==> src/btba_pkg.sv <==
// Shared types and constants of the buddy tree bitmap allocator.
// Used by btba_ctrl, btba_dp, the top level, the checker and the bench; depends on nothing.
package btba_pkg;

  localparam int unsigned TREE_LEVELS_DEF = 10;
  localparam int unsigned NODE_W          = 10;
  localparam int unsigned THR_W           = 24;
  localparam int unsigned SIZE_W          = 24;
  localparam int unsigned KIND_W          = 2;
  localparam logic [THR_W-1:0] FULL_THR_RST = 24'd524289;

  // Input beat layout in tdata, lowest bit first.
  localparam int unsigned FIRST_LSB = 0;
  localparam int unsigned LAST_LSB  = FIRST_LSB + NODE_W;
  localparam int unsigned NODE_LSB  = LAST_LSB + NODE_W;
  localparam int unsigned BIT_POS   = NODE_LSB + NODE_W;
  localparam int unsigned SIZE_LSB  = BIT_POS + 1;
  localparam int unsigned IN_DATA_W = ((SIZE_LSB + SIZE_W + 7) / 8) * 8;

  // Output beat layout in tdata, lowest bit first.
  localparam int unsigned OUT_BIT_POS  = NODE_W;
  localparam int unsigned OUT_FULL_POS = NODE_W + 1;
  localparam int unsigned OUT_DATA_W   = ((OUT_FULL_POS + 1 + 7) / 8) * 8;

  typedef enum logic [KIND_W-1:0] {
    KIND_FIND  = 2'd0,
    KIND_ALLOC = 2'd1,
    KIND_WRITE = 2'd2,
    KIND_READ  = 2'd3
  } kind_e;

  typedef enum logic [3:0] {
    ST_CLEAR,
    ST_IDLE,
    ST_DISPATCH,
    ST_SCAN_RD,
    ST_SCAN_CHK,
    ST_WALK_RD,
    ST_WALK_CHK,
    ST_ALLOC_WR,
    ST_READ_CHK,
    ST_DONE
  } state_e;

  typedef struct packed {
    logic clr_step;
    logic take_in;
    logic alloc_start;
    logic scan_start;
    logic scan_next;
    logic rd_scan;
    logic walk_start;
    logic rd_walk;
    logic walk_up;
    logic wr_alloc;
    logic wr_bit;
    logic rd_node;
    logic set_found;
    logic set_bitout;
    logic load_out;
  } cmd_t;

  typedef struct packed {
    kind_e kind;
    logic  clr_done;
    logic  find_ok;
    logic  node_ok;
    logic  bit_a;
    logic  bit_b;
    logic  scan_end;
    logic  cur_zero;
    logic  par_zero;
    logic  out_free;
  } sts_t;

endpackage

==> src/btba_dp.sv <==
// Datapath of the buddy tree bitmap allocator: tree bitmap memory, request
// registers, scan and walk pointers, flags and the output register. Uses btba_pkg.
module btba_dp import btba_pkg::*; #(
  parameter int unsigned TREE_LEVELS = TREE_LEVELS_DEF
) (
  input  logic                  clk_i,
  input  logic                  rst_ni,
  input  logic                  cfg_we_i,
  input  logic [THR_W-1:0]      cfg_wdata_i,
  input  logic [IN_DATA_W-1:0]  in_data_i,
  input  logic [KIND_W-1:0]     in_kind_i,
  input  cmd_t                  cmd_i,
  output sts_t                  sts_o,
  input  logic                  out_ready_i,
  output logic                  out_valid_o,
  output logic [OUT_DATA_W-1:0] out_data_o,
  output logic                  out_found_o
);

  localparam int unsigned IW    = (TREE_LEVELS > NODE_W) ? TREE_LEVELS : NODE_W;
  localparam int unsigned Depth = 1 << TREE_LEVELS;
  localparam logic [IW-1:0] NodeCount = IW'((1 << TREE_LEVELS) - 1);
  localparam logic [IW-1:0] One = IW'(1);
  localparam logic [IW-1:0] Two = IW'(2);

  // request registers
  kind_e             kind_q;
  logic [NODE_W-1:0] first_q, last_q, node_q;
  logic              bit_q;
  logic [SIZE_W-1:0] size_q;

  logic [THR_W-1:0]   thr_q;
  logic               first_alloc_q, full_q;
  logic [TREE_LEVELS:0] clr_cnt_q;

  logic [IW-1:0] idx_q, lastc_q, cur_q;
  logic [IW-1:0] first_w, last_w, node_w, par, sib, lastc;

  logic mem_q [Depth];
  logic rd_a_q, rd_b_q;
  logic mem_we, mem_wdata, rd_en;
  logic [TREE_LEVELS-1:0] mem_waddr, raddr_a, raddr_b;

  logic              res_found_q, res_bit_q;
  logic [NODE_W-1:0] res_free_q;

  logic              out_valid_q, out_found_q, out_bit_q, out_full_q;
  logic [NODE_W-1:0] out_free_q;

  assign first_w = IW'(first_q);
  assign last_w  = IW'(last_q);
  assign node_w  = IW'(node_q);
  assign par     = (cur_q - One) >> 1;
  assign sib     = cur_q[0] ? (cur_q + One) : (cur_q - One);
  assign lastc   = (last_w >= NodeCount) ? (NodeCount - One) : last_w;

  always_comb begin
    sts_o.kind     = kind_q;
    sts_o.clr_done = clr_cnt_q[TREE_LEVELS];
    sts_o.find_ok  = !full_q && (first_q <= last_q) && (first_w < NodeCount);
    sts_o.node_ok  = node_w < NodeCount;
    sts_o.bit_a    = rd_a_q;
    sts_o.bit_b    = rd_b_q;
    sts_o.scan_end = idx_q == lastc_q;
    sts_o.cur_zero = cur_q == '0;
    sts_o.par_zero = cur_q <= Two;
    sts_o.out_free = !out_valid_q || out_ready_i;
  end

  // memory port selection
  always_comb begin
    mem_we    = 1'b0;
    mem_wdata = 1'b0;
    mem_waddr = cur_q[TREE_LEVELS-1:0];
    if (cmd_i.clr_step) begin
      mem_we    = 1'b1;
      mem_waddr = clr_cnt_q[TREE_LEVELS-1:0];
    end else if (cmd_i.wr_bit) begin
      mem_we    = node_w < NodeCount;
      mem_wdata = bit_q;
      mem_waddr = node_w[TREE_LEVELS-1:0];
    end else if (cmd_i.wr_alloc) begin
      mem_we    = 1'b1;
      mem_wdata = 1'b1;
    end
    rd_en   = cmd_i.rd_scan || cmd_i.rd_walk || cmd_i.rd_node;
    raddr_b = sib[TREE_LEVELS-1:0];
    if (cmd_i.rd_scan) begin
      raddr_a = idx_q[TREE_LEVELS-1:0];
    end else if (cmd_i.rd_walk) begin
      raddr_a = par[TREE_LEVELS-1:0];
    end else begin
      raddr_a = node_w[TREE_LEVELS-1:0];
    end
  end

  always_ff @(posedge clk_i) begin
    if (mem_we) begin
      mem_q[mem_waddr] <= mem_wdata;
    end
    if (rd_en) begin
      rd_a_q <= mem_q[raddr_a];
      rd_b_q <= mem_q[raddr_b];
    end
  end

  // control state of the datapath
  always_ff @(posedge clk_i or negedge rst_ni) begin
    if (!rst_ni) begin
      clr_cnt_q     <= '0;
      thr_q         <= FULL_THR_RST;
      first_alloc_q <= 1'b1;
      full_q        <= 1'b0;
      out_valid_q   <= 1'b0;
    end else begin
      if (cmd_i.clr_step) begin
        clr_cnt_q <= clr_cnt_q + 1'b1;
      end
      if (cfg_we_i) begin
        thr_q <= cfg_wdata_i;
      end
      if (cmd_i.alloc_start && first_alloc_q && (size_q >= thr_q)) begin
        full_q <= 1'b1;
      end
      if (cmd_i.wr_alloc && (cur_q == '0)) begin
        first_alloc_q <= 1'b0;
      end
      if (cmd_i.load_out) begin
        out_valid_q <= 1'b1;
      end else if (out_ready_i) begin
        out_valid_q <= 1'b0;
      end
    end
  end

  // payload registers
  always_ff @(posedge clk_i) begin
    if (cmd_i.take_in) begin
      kind_q      <= kind_e'(in_kind_i);
      first_q     <= in_data_i[FIRST_LSB +: NODE_W];
      last_q      <= in_data_i[LAST_LSB +: NODE_W];
      node_q      <= in_data_i[NODE_LSB +: NODE_W];
      bit_q       <= in_data_i[BIT_POS];
      size_q      <= in_data_i[SIZE_LSB +: SIZE_W];
      res_found_q <= 1'b0;
      res_free_q  <= '0;
      res_bit_q   <= 1'b0;
    end
    if (cmd_i.scan_start) begin
      idx_q   <= first_w;
      lastc_q <= lastc;
    end else if (cmd_i.scan_next) begin
      idx_q <= idx_q + One;
    end
    if (cmd_i.alloc_start) begin
      cur_q <= node_w;
    end else if (cmd_i.walk_start) begin
      cur_q <= idx_q;
    end else if (cmd_i.walk_up || cmd_i.wr_alloc) begin
      cur_q <= par;
    end
    if (cmd_i.set_found) begin
      res_found_q <= 1'b1;
      res_free_q  <= idx_q[NODE_W-1:0];
    end
    if (cmd_i.set_bitout) begin
      res_bit_q <= rd_a_q;
    end
    if (cmd_i.load_out) begin
      out_found_q <= res_found_q;
      out_free_q  <= res_free_q;
      out_bit_q   <= res_bit_q;
      out_full_q  <= full_q;
    end
  end

  always_comb begin
    out_data_o                  = '0;
    out_data_o[NODE_W-1:0]      = out_free_q;
    out_data_o[OUT_BIT_POS]     = out_bit_q;
    out_data_o[OUT_FULL_POS]    = out_full_q;
  end

  assign out_valid_o = out_valid_q;
  assign out_found_o = out_found_q;

endmodule

==> src/btba_ctrl.sv <==
// Controller of the buddy tree bitmap allocator: sequences the clearing pass,
// scan, ancestor walk, allocation and bit requests. Uses btba_pkg.
module btba_ctrl import btba_pkg::*; (
  input  logic clk_i,
  input  logic rst_ni,
  input  logic in_valid_i,
  output logic in_ready_o,
  input  sts_t sts_i,
  output cmd_t cmd_o
);

  state_e state_q, state_d;

  always_ff @(posedge clk_i or negedge rst_ni) begin
    if (!rst_ni) begin
      state_q <= ST_CLEAR;
    end else begin
      state_q <= state_d;
    end
  end

  // next state
  always_comb begin
    state_d = state_q;
    case (state_q)
      ST_CLEAR: begin
        if (sts_i.clr_done) state_d = ST_IDLE;
      end
      ST_IDLE: begin
        if (in_valid_i) state_d = ST_DISPATCH;
      end
      ST_DISPATCH: begin
        case (sts_i.kind)
          KIND_FIND:  state_d = sts_i.find_ok ? ST_SCAN_RD : ST_DONE;
          KIND_ALLOC: state_d = sts_i.node_ok ? ST_ALLOC_WR : ST_DONE;
          KIND_READ:  state_d = sts_i.node_ok ? ST_READ_CHK : ST_DONE;
          default:    state_d = ST_DONE;
        endcase
      end
      ST_SCAN_RD:  state_d = ST_SCAN_CHK;
      ST_SCAN_CHK: begin
        if (!sts_i.bit_a) begin
          state_d = ST_WALK_RD;
        end else begin
          state_d = sts_i.scan_end ? ST_DONE : ST_SCAN_RD;
        end
      end
      ST_WALK_RD: begin
        state_d = sts_i.par_zero ? ST_DONE : ST_WALK_CHK;
      end
      ST_WALK_CHK: begin
        if (!sts_i.bit_a) begin
          state_d = ST_WALK_RD;
        end else if (sts_i.bit_b || sts_i.scan_end) begin
          state_d = ST_DONE;
        end else begin
          state_d = ST_SCAN_RD;
        end
      end
      ST_ALLOC_WR: begin
        if (sts_i.cur_zero) state_d = ST_DONE;
      end
      ST_READ_CHK: state_d = ST_DONE;
      ST_DONE: begin
        if (sts_i.out_free) state_d = ST_IDLE;
      end
      default: state_d = ST_CLEAR;
    endcase
  end

  // commands
  always_comb begin
    cmd_o      = '0;
    in_ready_o = 1'b0;
    case (state_q)
      ST_CLEAR: cmd_o.clr_step = !sts_i.clr_done;
      ST_IDLE: begin
        in_ready_o    = 1'b1;
        cmd_o.take_in = in_valid_i;
      end
      ST_DISPATCH: begin
        case (sts_i.kind)
          KIND_FIND:  cmd_o.scan_start  = sts_i.find_ok;
          KIND_ALLOC: cmd_o.alloc_start = sts_i.node_ok;
          KIND_WRITE: cmd_o.wr_bit      = 1'b1;
          KIND_READ:  cmd_o.rd_node     = sts_i.node_ok;
          default:    cmd_o.wr_bit      = 1'b0;
        endcase
      end
      ST_SCAN_RD: cmd_o.rd_scan = 1'b1;
      ST_SCAN_CHK: begin
        cmd_o.walk_start = !sts_i.bit_a;
        cmd_o.scan_next  = sts_i.bit_a && !sts_i.scan_end;
      end
      ST_WALK_RD: begin
        // root's children and the root itself are always usable
        cmd_o.set_found = sts_i.par_zero;
        cmd_o.rd_walk   = !sts_i.par_zero;
      end
      ST_WALK_CHK: begin
        cmd_o.walk_up   = !sts_i.bit_a;
        cmd_o.set_found = sts_i.bit_a && sts_i.bit_b;
        cmd_o.scan_next = sts_i.bit_a && !sts_i.bit_b && !sts_i.scan_end;
      end
      ST_ALLOC_WR: cmd_o.wr_alloc   = 1'b1;
      ST_READ_CHK: cmd_o.set_bitout = 1'b1;
      ST_DONE:     cmd_o.load_out   = sts_i.out_free;
      default:     cmd_o.clr_step   = 1'b0;
    endcase
  end

endmodule

==> src/buddy_tree_bitmap_allocator.sv <==
// Buddy tree bitmap allocator, one bit per node in heap order.
// Slave beats carry requests, master beats carry one result per request.
// Request kinds on s_axis_tuser: find free node, allocate node and ancestors,
// write one bit, read one bit. full_threshold is written on cfg_we_i.
// After reset the tree memory is cleared one entry per cycle, all 2^TREE_LEVELS
// entries (1024 at the default), and s_axis_tready rises once that pass is done;
// config writes are taken meanwhile. One request is worked on at a time; the
// controller loops over a single memory with two registered read ports.
// A write, and any out-of-range request, goes straight to the result; a read
// reads its node first. A find scans its range node by node and, for a clear
// node, walks up its ancestors; it ends at the first usable node. An allocation
// sets the node and then each ancestor up to the root.
// A result waits in the output register while m_axis_tready is low; the next
// request is accepted meanwhile, and its result is held back until the
// waiting beat leaves. Each request passes through idle before the next is taken.
// Uses btba_pkg, btba_ctrl and btba_dp.
module buddy_tree_bitmap_allocator import btba_pkg::*; #(
  parameter int unsigned TREE_LEVELS = TREE_LEVELS_DEF
) (
  input  logic                  clk_i,
  input  logic                  rst_ni,
  input  logic                  cfg_we_i,
  input  logic [THR_W-1:0]      cfg_wdata_i,    // full_threshold
  input  logic                  s_axis_tvalid,
  output logic                  s_axis_tready,
  // range_first, range_last, node_index, bit_in, request_size, zero fill
  input  logic [IN_DATA_W-1:0]  s_axis_tdata,
  input  logic [KIND_W-1:0]     s_axis_tuser,   // kind
  output logic                  m_axis_tvalid,
  input  logic                  m_axis_tready,
  output logic [OUT_DATA_W-1:0] m_axis_tdata,   // free_node, bit_out, memory_full, zero fill
  output logic                  m_axis_tuser    // found
);

  cmd_t cmd;
  sts_t sts;

  btba_ctrl u_ctrl (
    .clk_i      (clk_i),
    .rst_ni     (rst_ni),
    .in_valid_i (s_axis_tvalid),
    .in_ready_o (s_axis_tready),
    .sts_i      (sts),
    .cmd_o      (cmd)
  );

  btba_dp #(
    .TREE_LEVELS (TREE_LEVELS)
  ) u_dp (
    .clk_i       (clk_i),
    .rst_ni      (rst_ni),
    .cfg_we_i    (cfg_we_i),
    .cfg_wdata_i (cfg_wdata_i),
    .in_data_i   (s_axis_tdata),
    .in_kind_i   (s_axis_tuser),
    .cmd_i       (cmd),
    .sts_o       (sts),
    .out_ready_i (m_axis_tready),
    .out_valid_o (m_axis_tvalid),
    .out_data_o  (m_axis_tdata),
    .out_found_o (m_axis_tuser)
  );

endmodule

==> config.mk <==
export PLATFORM = sky130hd
export DESIGN_NAME = buddy_tree_bitmap_allocator
export DESIGN_NICKNAME = d
export VERILOG_FILES = /design/src/btba_pkg.sv /design/src/btba_dp.sv /design/src/btba_ctrl.sv /design/src/buddy_tree_bitmap_allocator.sv
export SDC_FILE = /design/constraint.sdc
export NUM_CORES = 2
export LEC_CHECK = 0
export BUFFER_PORTS_ARGS = -buffer_cell sky130_fd_sc_hd__buf_2
export CAP_MARGIN = 20
export CORE_MARGIN = 2
export CORE_UTILIZATION = 24
export CTS_BUF_LIST = sky130_fd_sc_hd__clkbuf_16
export CTS_CLUSTER_SIZE = 10
export DETAILED_ROUTE_END_ITERATION = 10
export SETUP_SLACK_MARGIN = 0.05
export SYNTH_ARGS = -nofsm -noshare
export SYNTH_HDL_FRONTEND = slang
export SYNTH_SLANG_ARGS = --single-unit
==> constraint.sdc <==
create_clock -name clk_i -period 50.2 [get_ports clk_i]
set_clock_uncertainty 0.05 [all_clocks]
set_input_delay 10.04 -clock clk_i [delete_from_list [all_inputs] [get_ports clk_i]]
set_output_delay 10.04 -clock clk_i [all_outputs]
set_load 0.02 [all_outputs]
; ---- Yosys cells after proc, flatten, opt, wreduce, memory -nomap -nowiden
; Memories as Yosys holds them, arrays and structs flattened. A register that Yosys moved wholly into a read port is not among the register bits.
; Index checks and enable logic that the tools add are counted.
[op_classes]
n_lt_le_gt_ge = 6
add_sub_neg = 4
n_mux = 55
eq_ne = 17
n_reduce_logical = 30
[ops]
columns = cell, count
row1 = 2-to-1 mux 10 bit, 12
row2 = 2-to-1 mux 4 bit, 11
row3 = case mux 4 bit (10 select lines), 1
row4 = 2-to-1 mux 1 bit, 26
row5 = >= comparator 24 bit, 1
row6 = adder 10 x 1 -> 10 bit (second input constant), 2
row7 = less-than comparator 10 bit (second input constant), 2
row8 = equality test 4 x 3 -> 1 bit (second input constant), 4
row9 = case mux 4 bit (3 select lines), 1
row10 = adder 11 x 1 -> 11 bit (second input constant), 1
row11 = equality test 10 bit, 1
row12 = >= comparator 10 bit (second input constant), 1
row13 = <= comparator 10 bit, 1
row14 = <= comparator 10 x 2 -> 1 bit (second input constant), 1
row15 = logical NOT 10 bit, 1
row16 = subtractor 10 x 1 -> 10 bit (second input constant), 1
row17 = logical AND 1 bit, 9
row18 = equality test 4 x 2 -> 1 bit (second input constant), 2
row19 = equality test 4 bit (second input constant), 2
row20 = nonzero test 2 bit, 4
row21 = logical NOT 1 bit, 7
row22 = logical OR 1 bit, 5
row23 = equality test 2 bit (second input constant), 2
row24 = equality test 4 x 1 -> 1 bit (second input constant), 1
row25 = 9 further kinds, 13
[word_totals]
inputBits = 87
elab_cells = 135
out_inout_bits = 19
ramBits = 1024
mem_count = 1
regBits = 154
[memory_table]
columns = memory, depth, width, rd, rd_clocked_by_memory_dff, wr, line_no
row1 = u_dp.mem_q, 1024, 1, 2, 2, 1, btba_dp.sv:39  ; logic mem_q [Depth];

; ---- Longest topological paths before layout
[depth]
depth_word = 7
depth_mapped = 23
depth_no_buf = 13

; ---- Hierarchy
; Synthesis repeated with hierarchy kept, for this count alone.
[unflattened]
hier_cells = 4688
hier_area_um2 = 61044.8
[by_module_without_submodules]
columns = mod, area_each_um2, cells_each, instances
row1 = btba_dp, 60569.3, 4625, 1
row2 = btba_ctrl, 475.5, 63, 1

; ---- Worst setup path after synthesis
; OpenSTA, ideal clock, no wires.
[synth_timing]
path_type = register -> register
start = reg u_ctrl.state_q[0]
end = mem u_dp.mem_q[0] (data pin)
t_arrival_ns = 41.096
setup_slack_ns = 0.919
t_required_ns = 42.015
path_buffers = 3
period_less_slack_ns = 49.281
stages_incl_launch_ff = 8
cell_sequence = dfrtp_1 > clkbuf_1 > inv_1 > nand3_1 > or3b_2 > clkbuf_1 > buf_4 > o21ai_0
[synth_between]
elab_chain_len = 5
word_cells_on_any_way = 9
cone_classes = eq/ne: 2 / mux: 6 / reduce/logical: 1
[synth_rtl]
columns = element, line_no
row1 = start: declaration, btba_ctrl.sv:12  ; state_e state_q, state_d;
row2 = start signal: assignment, btba_ctrl.sv:18  ; state_q <= state_d;
row3 = equality test 4 x 3 -> 1 bit, btba_ctrl.sv:75  ; case (state_q)
row4 = 2-to-1 mux 1 bit, btba_ctrl.sv:75
row5 = 2-to-1 mux 1 bit, btba_dp.sv:82  ; end else if (cmd_i.wr_alloc) begin
row6 = 2-to-1 mux 1 bit, btba_dp.sv:78  ; end else if (cmd_i.wr_bit) begin
row7 = 2-to-1 mux 1 bit (*), btba_dp.sv:75  ; if (cmd_i.clr_step) begin
row8 = named net u_dp.mem_wdata, btba_dp.sv:41  ; logic mem_we, mem_wdata, rd_en;
row9 = end: declaration, btba_dp.sv:39
; The timed path passes the listed nets; every way through them passes the cells marked *.

; ---- Worst setup path in the final report
[layout_timing]
start = reg u_ctrl.state_q[0]
end = out s_axis_tready
[layout_between]
elab_chain_len = 2
[layout_rtl]
columns = element, line_no
row1 = equality test 4 x 1 -> 1 bit, btba_ctrl.sv:75
row2 = 2-to-1 mux 1 bit, btba_ctrl.sv:75
row3 = end: declaration, buddy_tree_bitmap_allocator.sv:25  ; output logic s_axis_tready,
; No other way between the ends.

==> run_results.csv <==
group,metric,value,unit
power,p_leak,23.7,nW
synth,synth_top_area_share,54.7,%
synth,syn-mean-instance-area,11.3,um2
clock_network,cts.repair.resized,0,
die,start_util,24.1,%
clock_network,clk_pin_slew_worst_paths,0.06,ns
global_routing,grt_pass1_vias,44700,
die,die-area,264000,um2
synth,synth_area,62400,um2
hold_path,holdCritStartpoint,"u_dp.res_free_q[5]$_SDFFCE_PN0P_",
die,design.core.area,259000,um2
sta,tightest_slew,1.31,ns
clock_network,clockBufferDepth,3,
global_routing,antenna_found_initial,12,
drt,vias,46400,
critical_path,r2r_end,"u_dp.rd_a_q$_DFFE_PP_",
sta,hold_viol,0,
die,die_y,514,um
synth,muxShareOfSynthArea,15.6,%
clock_network,cts_tree,"yes",
clock_network,worstSkewPairLatency,0.79,ns
clock_network,htreeDepth,4,
sta,grt_setup_unrepaired,"false",
critical_path,worstPathMaxFanout,15,
final_layout,syn_to_final_growth,13.4,%
synth,synth_top_family_by_area,"simple AND/OR/NAND/NOR gates",
synth,synth_fa_ha_area_share,0.801,%
sta,fin_crit,12.30,ns
sta,fin_hold_ws,0.364,ns
critical_path,required,40.11,ns
clock_network,cts_num_sinks,1180,
die,core.rowCount,187,
synth,ys_seq_elements,1180,
synth,synth_top_area_cell,"edfxtp_1",
synth,syn_inst,5520,
sta,period_share,24.5,%
die,die_width,514,um
clock_network,cts-root-buf,"clkbuf_16",
power,ir_drop,0.0754,mV
synth,synth-compound-area-share,5.04,%
critical_path,critical_path_class,"reg -> out",
synth,synth.distinct_cells,94,
placement,routabilityCongestion,0.880,
sta,slew_headroom,12.6,%
synth,synth_ff_type,"edfxtp_1",
final_layout,fin_util,27.3,%
critical_path,r2r_slack,41.38,ns
drt,route.detailed.drc,0,
synth,synth_xor_area_share,0.575,%
drt,drt-total-wl,214000,um
drt,drt_iter0_markers,6652,
global_routing,grt_usage,15.6,%
sta,setup_viol,0,
sta,fmax,81.3,MHz
placement,placed_area,66200,um2
hold_path,worstHoldPathType,"reg -> reg",
synth,yosysMostFrequentCell,"edfxtp_1",
critical_path,end_kind,"output port",
synth,ys_async_sr_fraction,3.56,%
synth,synth_commonest_cells,"1137 x edfxtp_1, 1103 x nor2_1, 893 x nand2_1, 373 x mux2i_1, 358 x nand3_1",
synth,seq_area_frac_synth,56.4,%
critical_path,reg2reg_depth,17,
status,status,"finished, final reports clean",
clock_network,post_cts_buffers,0,
synth,synthSimpleGateAreaFrac,17.6,%
placement,port_buffers,100,
synth,synth.top_cells.by_area,"edfxtp_1 55%, mux4_2 9.6%, nor2_1 6.6%",
global_routing,grt_pass1_wl,305000,um
drt,drtAntennaViolNets,0,
drt,detail_route.wl_per_cell,24.2,um
sta,slew_viol_final,0,
clock_network,cts_hold_buf,0,
job,cap_violations,0,
hold_path,hold_depth,0,
critical_path,worstPathArrival,2.21,ns
global_routing,grt_overflow_total,0,
drt,drt_first_pass_iters,6,
die,io_pins,106,
final_layout,drive_gt1_share,13.8,%
synth,synth_edf_count,1137,
power,powerDensity,55.4,nW/um2
sta,finalSetupTns,0,ns
clock_network,cts_buffers,140,
hold_path,hold_end,"u_dp.out_free_q[5]$_DFFE_PP_",
critical_path,crit_path_start_kind,"flop",
global_routing,grt_start_max_net_pins,281,
critical_path,worst_r2r_startpoint,"u_dp.cur_q[0]$_DFFE_PP_",
drt,viasPerCell,5.25,
placement,dp_hpwl,120000,um
synth,ys.warnings.count,0,
final_layout,fin_area,70800,um2
final_layout,nets,5508,
-- how the worst max path moves through the flow --
stage	startpoint	to	cells past startpoint
final	u_ctrl.state_q[0]$_DFFE_PN0P_	s_axis_tready	4
after global routing	u_ctrl.state_q[0]$_DFFE_PN0P_	s_axis_tready	4
after CTS	u_ctrl.state_q[0]$_DFFE_PN0P_	s_axis_tready	4
after detailed placement	u_ctrl.state_q[0]$_DFFE_PN0P_	s_axis_tready	4
after global placement	u_ctrl.state_q[0]$_DFFE_PN0P_	s_axis_tready	4
after floorplan	u_ctrl.state_q[0]$_DFFE_PN0P_	u_dp.mem_q[0]$_DFFE_PP_	7
-- flip-flops by register name, indices dropped and copies added (netlist names), 2 cells and up --
name             count
u_dp.mem_q        1024
u_dp.size_q         24
u_dp.thr_q          24
u_dp.clr_cnt_q      11
u_dp.cur_q          10
u_dp.first_q        10
u_dp.idx_q          10
u_dp.last_q         10
u_dp.lastc_q        10
u_dp.node_q         10
u_dp.out_free_q     10
u_dp.res_free_q     10
u_ctrl.state_q       4
u_dp.kind_q          2
-- area by class of cell --
| class | count | area [um2] |
|---|---|---|
| Fill cell | 26700 | 188000 |
| Sequential cell | 1180 | 35200 |
| Multi-Input combinational cell | 3792 | 25200 |
| Tap cell | 3402 | 4260 |
| Clock buffer | 141 | 3530 |
| Timing Repair Buffer | 221 | 2030 |
| Clock inverter | 54 | 444 |
| Inverter | 46 | 173 |
| Antenna cell | 3 | 7.51 |
-- cells in the final DEF (no fill, tap or decap), types with 37 or more instances in the layout --
| cell | netlist | routed |
|---|---|---|
| a22oi_1 | 37 | 37 |
| inv_1 | 46 | 75 |
| nand4_1 | 76 | 76 |
| buf_4 | 22 | 81 |
| mux2i_1 | 373 | 373 |
| nand3_1 | 358 | 355 |
| nand2_1 | 893 | 865 |
| a21oi_1 | 115 | 113 |
| buf_2 | 115 | 100 |
| o21ai_0 | 86 | 83 |
| nor2_1 | 1103 | 1099 |
| ha_1 | 40 | 39 |
| and3_1 | 41 | 41 |
| dfrtp_1 | 39 | 39 |
| clkbuf_16 | 0 | 141 |
| edfxtp_1 | 1137 | 1137 |
| mux4_2 | 265 | 265 |
-- cell families after synthesis --
| group | count (synthesis) |
|---|---|
| xor+xnor | 41 |
| other cells | 1 |
| simple gates | 2608 |
| mux | 642 |
| fa+ha+maj | 40 |
| flops | 1180 |
| compound gates | 457 |
| buf+inv | 551 |
-- worst max-delay path, cell delays in order, from the launching register on --
cell and delay (ns):
dfrtp_1 0.58, inv_1 0.18, nor4_1 0.31, buf_4 0.19
buf_2 0.17
-- routing by layer --
layer  up-vias  track usage [%]  wire [um]
met5         -                0         13
met4         2             8.78      12800
met3       617             3.70      23600
met2      2749             25.4      99700
met1     23300             18.9      77600
li1      19700                -          -
-- stage by stage --
| stage | setup WS (ns) | power, mW | cells |
|---|---|---|---|
| 2_1_floorplan | 0.919 | 2.44 | 5523 |
| 3_3_place_gp | 38.76 | 2.94 | 8612 |
| 3_5_place_dp | 38.76 | 2.96 | 8614 |
| 4_1_cts | 37.90 | 3.87 | 8809 |
| 5_1_grt | 37.79 | 4.05 | 8839 |
| 6_report | 37.91 | 3.93 | 8839 |
-- power breakdown --
group          switching [mW]  total (mW)  internal, mW  leakage (nW)
registers              0.0317        1.17          1.14          11.0
logic                    1.26        1.83         0.575          10.6
clock network           0.412       0.919         0.506          2.04
Power figures use the tool's default switching activity.
